`src/atpi_pkg.sv`:
```
package atpi_pkg;

    // field widths of the stream payloads
    localparam int ADDR_W      = 64;
    localparam int BYTES_W     = 32;
    localparam int TOTAL_W     = 64;
    localparam int SLOT_USED_W = 10;
    localparam int STATUS_W    = 2;

    // packed stream widths, tdata padded to whole bytes
    localparam int S_TDATA_W = 96;
    localparam int S_TUSER_W = 1;
    localparam int M_TDATA_W = 80;
    localparam int M_TUSER_W = 2;

    // default table depth
    localparam int TABLE_SLOTS_DEF = 1024;

    // start slot arithmetic: the shifted address lies in (-2^28, 2^28)
    localparam int HASH_SPAN_W = 28;
    localparam int HASH_U_W    = HASH_SPAN_W + 2;
    localparam int HASH_LOW_W  = 32;

    // result codes
    typedef enum logic [STATUS_W-1:0] {
        STATUS_STORED  = 2'd0,
        STATUS_FULL    = 2'd1,
        STATUS_IGNORED = 2'd2
    } status_t;

    // one table slot
    typedef struct packed {
        logic [ADDR_W-1:0]  address;
        logic [BYTES_W-1:0] bytes;
        logic               array_form;
        logic               freed;
    } slot_entry_t;

endpackage

```
`src/atpi_slot_hash.sv`:
```
module atpi_slot_hash #(
    parameter int TABLE_SLOTS = atpi_pkg::TABLE_SLOTS_DEF
) (
    input  logic                              clk,
    input  logic                              rst_n,
    input  logic                              start,
    input  logic [atpi_pkg::HASH_LOW_W-1:0]   addr_low,
    output logic                              done,
    output logic [$clog2(TABLE_SLOTS)-1:0]    slot
);
    import atpi_pkg::*;

    localparam int SLOT_W = $clog2(TABLE_SLOTS);
    localparam int U_W    = HASH_U_W;
    localparam int R_W    = U_W + 1;
    localparam int SHIFT  = U_W + SLOT_W;
    localparam int PROD_W = U_W + R_W;
    localparam int Q_W    = PROD_W - SHIFT;
    localparam int QN_W   = Q_W + SLOT_W + 1;
    localparam longint unsigned RECIP  = (64'd1 << SHIFT) / TABLE_SLOTS;
    localparam longint unsigned OFFSET =
        (((64'd1 << HASH_SPAN_W) + TABLE_SLOTS - 1) / TABLE_SLOTS) * TABLE_SLOTS;

    localparam logic [R_W-1:0]    RECIP_C = R_W'(RECIP);
    localparam logic [SLOT_W:0]   SLOTS_C = (SLOT_W + 1)'(TABLE_SLOTS);
    localparam logic [U_W-1:0]    SLOTS_U = U_W'(TABLE_SLOTS);

    logic [HASH_LOW_W-1:0] shr_q;
    logic [HASH_LOW_W-1:0] biased;
    logic [Q_W-1:0]        quot;
    logic [QN_W-1:0]       quot_n;
    logic [U_W-1:0]        rem_est;
    logic [U_W-1:0]        rem_fix;

    logic                  v1_reg;
    logic                  v2_reg;
    logic                  v3_reg;
    logic                  done_reg;
    logic [U_W-1:0]        u1_reg;
    logic [U_W-1:0]        u2_reg;
    logic [U_W-1:0]        u3_reg;
    logic [PROD_W-1:0]     prod_reg;
    logic [U_W-1:0]        qn_reg;
    logic [SLOT_W-1:0]     slot_reg;

    // arithmetic shift by 3 with the extra +1 for negative values, then bias to non-negative
    assign shr_q  = {{3{addr_low[HASH_LOW_W-1]}}, addr_low[HASH_LOW_W-1:3]}
                    + {{(HASH_LOW_W-1){1'b0}}, addr_low[HASH_LOW_W-1]};
    assign biased = shr_q + HASH_LOW_W'(OFFSET);

    // quotient estimate from the reciprocal, low by at most one
    assign quot   = prod_reg[PROD_W-1:SHIFT];
    assign quot_n = quot * SLOTS_C;

    // remainder with a single correction step
    assign rem_est = u3_reg - qn_reg;
    assign rem_fix = (rem_est >= SLOTS_U) ? (rem_est - SLOTS_U) : rem_est;

    // stage valids
    always_ff @(posedge clk or negedge rst_n)
    begin
        if (!rst_n)
        begin
            v1_reg   <= 1'b0;
            v2_reg   <= 1'b0;
            v3_reg   <= 1'b0;
            done_reg <= 1'b0;
        end
        else
        begin
            v1_reg   <= start;
            v2_reg   <= v1_reg;
            v3_reg   <= v2_reg;
            done_reg <= v3_reg;
        end
    end

    // datapath stages: bias, multiply, back-multiply, correct
    always_ff @(posedge clk)
    begin
        u1_reg   <= biased[U_W-1:0];
        prod_reg <= u1_reg * RECIP_C;
        u2_reg   <= u1_reg;
        qn_reg   <= quot_n[U_W-1:0];
        u3_reg   <= u2_reg;
        slot_reg <= rem_fix[SLOT_W-1:0];
    end

    assign done = done_reg;
    assign slot = slot_reg;

    a_latency: assert property (@(posedge clk) disable iff (!rst_n)
        start |-> ##4 done)
        else $error("start slot not ready four cycles after start");

    a_slot_range: assert property (@(posedge clk) disable iff (!rst_n)
        done |-> (slot <= SLOT_W'(TABLE_SLOTS - 1)))
        else $error("start slot outside the table");

endmodule

```
`config.mk`:
```
export PLATFORM = sky130hd
export DESIGN_NAME = atpi_slot_hash
export DESIGN_NICKNAME = d
export VERILOG_FILES = /design/src/atpi_pkg.sv /design/src/atpi_slot_hash.sv
export SDC_FILE = /design/constraint.sdc
export NUM_CORES = 1
export LEC_CHECK = 0
export BUFFER_PORTS_ARGS = -buffer_cell sky130_fd_sc_hd__clkbuf_2
export CORE_MARGIN = 4
export CORE_UTILIZATION = 44
export DETAILED_ROUTE_END_ITERATION = 10
export PLACE_DENSITY = 0.75
export SETUP_SLACK_MARGIN = 0.2
export SLEW_MARGIN = 20
export SYNTH_ARGS = -nofsm -noshare
export SYNTH_HDL_FRONTEND = slang
export SYNTH_SLANG_ARGS = --single-unit
```
`constraint.sdc`:
```
create_clock -name clk -period 0.8 [get_ports clk]
set_clock_uncertainty 0.2 [all_clocks]
set_input_delay 0.08 -clock clk [delete_from_list [all_inputs] [get_ports clk]]
set_output_delay 0.08 -clock clk [all_outputs]
set_load 0.05 [all_outputs]
```
==> results.py, run 1 <==
metrics = {
    "outcome": {
        "violations": "negative hold slack, negative setup slack",
        "status": "finished with violations",
    },
    "sta": {
        "clock.fmax_mhz": 848,
        "finalCritPeriodShare_pct": 147,
        "rsz0062_at_grt": "yes",
        "finalSetupViolCount": 11,
        "setup_slack_ns": -0.379,
        "holdWs_ns": -0.354,
        "worst_slew_pin_slew_ns": 0.126,
        "timing.slew.headroom_pct": 91.5,
        "hold_viol": 15,
        "finalSetupTns_ns": -3.55,
        "report.final.slew_viol_count": 0,
        "period_needed_ns": 1.18,
    },
    "power": {
        "power_density_mw_per_mm2": 2540,
        "p_sw_w": 0.000854,
        "p_int_w": 0.00323,
        "pwr-share-comb_pct": 10.6,
        "seqPwrFrac_pct": 58.8,
        "switching_share_pct": 20.9,
        "ir_drop_uv": 2000,
        "p_leak_nw": 0.687,
        "power_frac_clock_pct": 30.6,
    },
    "layout": {
        "final_common_cell": "dfxtp_1",
        "syn_to_final_growth_pct": 53.3,
        "instances_no_fill": 129,
        "drive_gt1_share_pct": 59.4,
        "diodes": 0,
        "final_cell_mix": "dfxtp_1 (25), clkbuf_2 (11), dfxtp_4 (10), xnor2_1 (6)",
        "nets": 137,
        "design_area_sq_mm": 0.00161,
        "utilization_pct": 72.0,
        "nFillCells": 144,
    },
    "critical_path": {
        "critPathLaunchType": "register",
        "critPathKind": "register to output port",
        "worstPathArrival_ns": 0.90,
        "path_cells": "buf_8",
        "cp_slowest_cell": "dfrtp_2",
        "cpLargestDelayFamily": "flip-flops",
        "worst-path-max-fanout": 1,
        "slowest_delay_ns": 0.42,
        "cp_data_required_time_ns": 0.52,
        "cp-end-kind": "output port",
        "critPathBufInv": 1,
    },
    "global_routing": {
        "grt_pass1_vias": 558,
        "grt_max_degree": 14,
        "globalRouteOverflowTotal": 0,
        "grt_usage_pct": 9.47,
        "grt_pass1_wl_um": 2140,
        "antenna_found_initial": 0,
    },
    "detailed_routing": {
        "drt-wirelength-per-cell_um": 10.1,
        "wl_um": 1310,
        "final_antenna_net_count": 0,
        "via_per_inst": 4.24,
        "num_vias": 547,
        "drt_iter0_markers": 2,
        "first_pass_iters": 2,
        "drc": 0,
    },
    "placed_design": {
        "hpwl_um": 890,
        "io_buffer_count": 24,
        "gp_congestion": 0.736,
        "post_dp_cell_area_sq_mm": 0.00135,
        "post-place-cells": 120,
    },
    "floorplanning": {
        "start_util_pct": 47.0,
        "ios": 46,
        "row_count": 17,
        "die_y_um": 56.8,
        "dieArea_sq_mm": 0.00323,
        "fp.dieW_um": 56.8,
        "coreArea_sq_mm": 0.00223,
    },
    "clock_tree": {
        "cts_root_buf": "clkbuf_4",
        "clock_path_buffers": 2,
        "cts_tree": "done",
        "hold_buffers": 1,
        "cts.clk_slew.worst_paths_ns": 0.11,
        "numCtsBuffers": 5,
        "cts_sinks": 44,
        "htreeDepth": 2,
        "clk_latency_ns": 0.33,
        "post_cts_buffers": 0,
    },
    "yosys": {
        "syn_nets": 100,
        "yosysSeqAreaShare_pct": 85.8,
        "syn_area_sq_mm": 0.00105,
        "yosys_warnings": 0,
        "avgSynthCellArea_sq_um": 16.7,
        "synthDistinctLibCells": 11,
        "postSynthCellCount": 63,
        "synth_seq_cells": 44,
    },
    "worst_hold_path": {
        "hp-class": "input pin to register",
    },
    "flow_run": {
        "max-cap-violations": 0,
    },
}
## per-stage QoR
stage	hold slack (ns)	total power (W)	setup WS, ns
after floorplan	-0.416	0.00261	-0.123
after global placement	-0.315	0.00275	-0.257
after detailed placement	-0.312	0.00276	-0.297
after CTS	-0.376	0.00412	-0.416
after global routing	-0.384	0.00428	-0.441
final	-0.354	0.00408	-0.379
## power by group through the flow
| stage | Combinational [W] | Sequential, W | Clock [W] |
|---|---|---|---|
| 6_report | 0.000434 | 0.00240 | 0.00125 |
| 5_1_grt | 0.000453 | 0.00242 | 0.00141 |
| 4_1_cts | 0.000423 | 0.00239 | 0.00131 |
| 3_5_place_dp | 0.000329 | 0.00243 | 0 |
| 3_3_place_gp | 0.000326 | 0.00243 | 0 |
| 2_1_floorplan | 0.0000423 | 0.00257 | 0 |
## kinds of logic after synthesis
group | count (synthesis) | synth area share [%]
flip-flops | 44 | 85.8
AND/OR/NAND/NOR | 9 | 5.12
adder cells (fa/ha/maj) | 2 | 2.38
XOR/XNOR | 8 | 6.67
## cell usage after synthesis
cell,instances,area share [%]
dfxtp_1,40,76
xnor2_1,6,5.0
dfrtp_1,4,9.5
nand3_1,3,1.4
ha_1,2,2.4
nand4_1,2,1.2
xor2_1,2,1.7
and3_1,1,0.60
and3_2,1,0.72
and4_1,1,0.83
nand2_1,1,0.36
## metal layers
metal,wire length (um),GRT usage (%),vias to the layer above
met5,0,0,-
met1,470,8.09,236
met4,31,8.94,0
li1,-,-,280
met2,640,15.3,26
met3,163,5.06,5
## layout make-up
| cell class | instances | area, sq um | area share, % |
|---|---|---|---|
| sequential | 44 | 946 | 58.8 |
| multi-input combinational | 19 | 198 | 12.3 |
| clock inverter | 2 | 35.0 | 2.18 |
| clock buffer | 6 | 41.3 | 2.57 |
| tap | 28 | 35.0 | 2.18 |
| timing repair buffer | 30 | 354 | 22.0 |
## path summary, 6_finish.rpt
path                       cells past startpoint  slack (ns)      endpoint      start
min reg2reg                                    0        0.13  prod_reg[32]  u1_reg[2]
max in group asynchronous                      2        0.40          done      rst_n
max                                            1       -0.38          done       done
min                                            1       -0.35        v1_reg      start
min in group asynchronous                      2       -0.13          done      rst_n
max reg2reg                                    0        0.10        v3_reg     v2_reg
## timing repair
item / CTS / global route
endpoints found under the hold margin: 15 / 15
endpoints found under the setup margin: 32 / 52
resized for setup: 26 / 13
pin swaps: 8 / 4
Note: power is estimated with default switching activity, not from simulation.
==> run 2, diff against run 1 <==
Settings changed: CELL_PAD_IN_SITES_DETAIL_PLACEMENT set to 2, CELL_PAD_IN_SITES_GLOBAL_PLACEMENT set to 2, CORE_UTILIZATION 44 to 28, PLACE_DENSITY 0.75 to not set, PLACE_DENSITY_LB_ADDON set to 0.1.
==> results.py, run 2 (synthesis results as in run 1) <==
metrics = {
    "critical_path": {
        "cp_slowest_cell": "dfrtp_2",
        "worstPathArrival_ns": 0.86,
        "path_cells": "buf_8",
        "worst-path-max-fanout": 1,
        "cpLargestDelayFamily": "flip-flops",
        "slowest_delay_ns": 0.42,
        "critPathBufInv": 1,
        "critPathLaunchType": "register",
        "cp-end-kind": "output port",
        "cp_data_required_time_ns": 0.52,
        "critPathKind": "register to output port",
    },
    "power": {
        "seqPwrFrac_pct": 46.6,
        "pwr-share-comb_pct": 9.1,
        "total_power_w": 0.00518,
        "switching_share_pct": 19.7,
        "p_sw_w": 0.00102,
        "p_leak_nw": 0.762,
        "power_frac_clock_pct": 44.3,
        "ir_drop_uv": 1060,
        "power_density_mw_per_mm2": 2900,
        "p_int_w": 0.00416,
    },
    "global_routing": {
        "grt_max_degree": 15,
        "grt_pass1_vias": 647,
        "globalRouteOverflowTotal": 0,
        "grt_usage_pct": 9.16,
        "antenna_found_initial": 0,
        "grt_pass1_wl_um": 3170,
    },
    "detailed_routing": {
        "drc": 0,
        "num_vias": 593,
        "wl_um": 2070,
        "final_antenna_net_count": 0,
        "drt-wirelength-per-cell_um": 13.8,
        "drt_iter0_markers": 21,
        "via_per_inst": 3.95,
        "first_pass_iters": 4,
    },
    "sta": {
        "period_needed_ns": 1.14,
        "worst_slew_pin_slew_ns": 0.168,
        "report.final.slew_viol_count": 0,
        "finalSetupViolCount": 14,
        "finalCritPeriodShare_pct": 143,
        "timing.slew.headroom_pct": 88.7,
        "rsz0062_at_grt": "yes",
        "holdWs_ns": -0.313,
        "finalSetupTns_ns": -3.11,
        "hold_viol": 15,
        "setup_slack_ns": -0.344,
        "clock.fmax_mhz": 874,
    },
    "clock_tree": {
        "numCtsBuffers": 5,
        "htreeDepth": 2,
        "clock_path_buffers": 2,
        "hold_buffers": 1,
        "cts_root_buf": "clkbuf_8",
        "clk_latency_ns": 0.29,
        "cts.clk_slew.worst_paths_ns": 0.08,
        "cts_tree": "done",
        "cts_sinks": 44,
    },
    "floorplanning": {
        "ios": 46,
        "coreArea_sq_mm": 0.00347,
        "start_util_pct": 30.3,
        "die_y_um": 69.2,
        "fp.dieW_um": 69.2,
        "row_count": 21,
        "dieArea_sq_mm": 0.00479,
    },
    "layout": {
        "design_area_sq_mm": 0.00179,
        "utilization_pct": 51.6,
        "nets": 140,
        "drive_gt1_share_pct": 69.2,
        "diodes": 0,
        "syn_to_final_growth_pct": 70.3,
        "nFillCells": 322,
        "final_common_cell": "dfxtp_1",
        "final_cell_mix": "dfxtp_1 (20), clkbuf_2 (11), buf_12 (10), dfxtp_2 (10), dfxtp_4 (10)",
    },
    "worst_hold_path": {
        "hp-class": "input pin to register",
    },
    "outcome": {
        "violations": "negative hold slack, negative setup slack",
        "status": "finished with violations",
    },
    "placed_design": {
        "io_buffer_count": 24,
        "post_dp_cell_area_sq_mm": 0.00148,
        "hpwl_um": 1370,
        "gp_congestion": 0.746,
    },
    "flow_run": {
        "max-cap-violations": 0,
    },
}
-- run 2: power groups by stage --
stage	logic, W	clock network, W	registers, W
2_1_floorplan	0.0000423	0	0.00257
3_3_place_gp	0.000413	0	0.00244
3_5_place_dp	0.000419	0	0.00246
4_1_cts	0.000449	0.00234	0.00241
5_1_grt	0.000499	0.00246	0.00243
6_report	0.000473	0.00229	0.00241
-- run 2: area by class of cell --
class	count	area [sq um]	area share, %
repair buffers	33	388	21.7
flip-flops and latches	44	952	53.3
multi-input cells	19	231	12.9
clock inverters	3	90.1	5.04
well taps	46	57.6	3.22
clock buffers	5	68.8	3.85
-- run 2: final timing paths --
path | slack [ns] | to | depth (start not counted) | from
hold / removal | -0.31 | v1_reg | 1 | start
setup reg to reg | 0.12 | v2_reg | 0 | v1_reg
setup / recovery | -0.34 | done | 1 | done
max in group asynchronous | 0.34 | done | 2 | rst_n
min in group asynchronous | -0.07 | v1_reg | 2 | rst_n
hold reg to reg | 0.13 | prod_reg[34] | 0 | u1_reg[4]
-- run 2: stage by stage --
| step | setup slack [ns] | instances |
|---|---|---|
| 2_1_floorplan | -0.123 | 63 |
| 3_3_place_gp | -0.277 | 138 |
| 3_5_place_dp | -0.370 | 138 |
| 4_1_cts | -0.366 | 148 |
| 5_1_grt | -0.389 | 150 |
| 6_report | -0.344 | 150 |
-- run 2: repair_timing --
item	CTS	global route
endpoints found under the hold margin	15	15
pin swaps	4	5
buffers inserted	1	2
resized for setup	8	21
endpoints found under the setup margin	38	49
-- run 2: layer usage --
layer / track usage (%) / wire [um]
met3: 5.36 / 127
met1: 9.36 / 776
met2: 13.9 / 1100
met5: 0 / 0
met4: 6.51 / 60
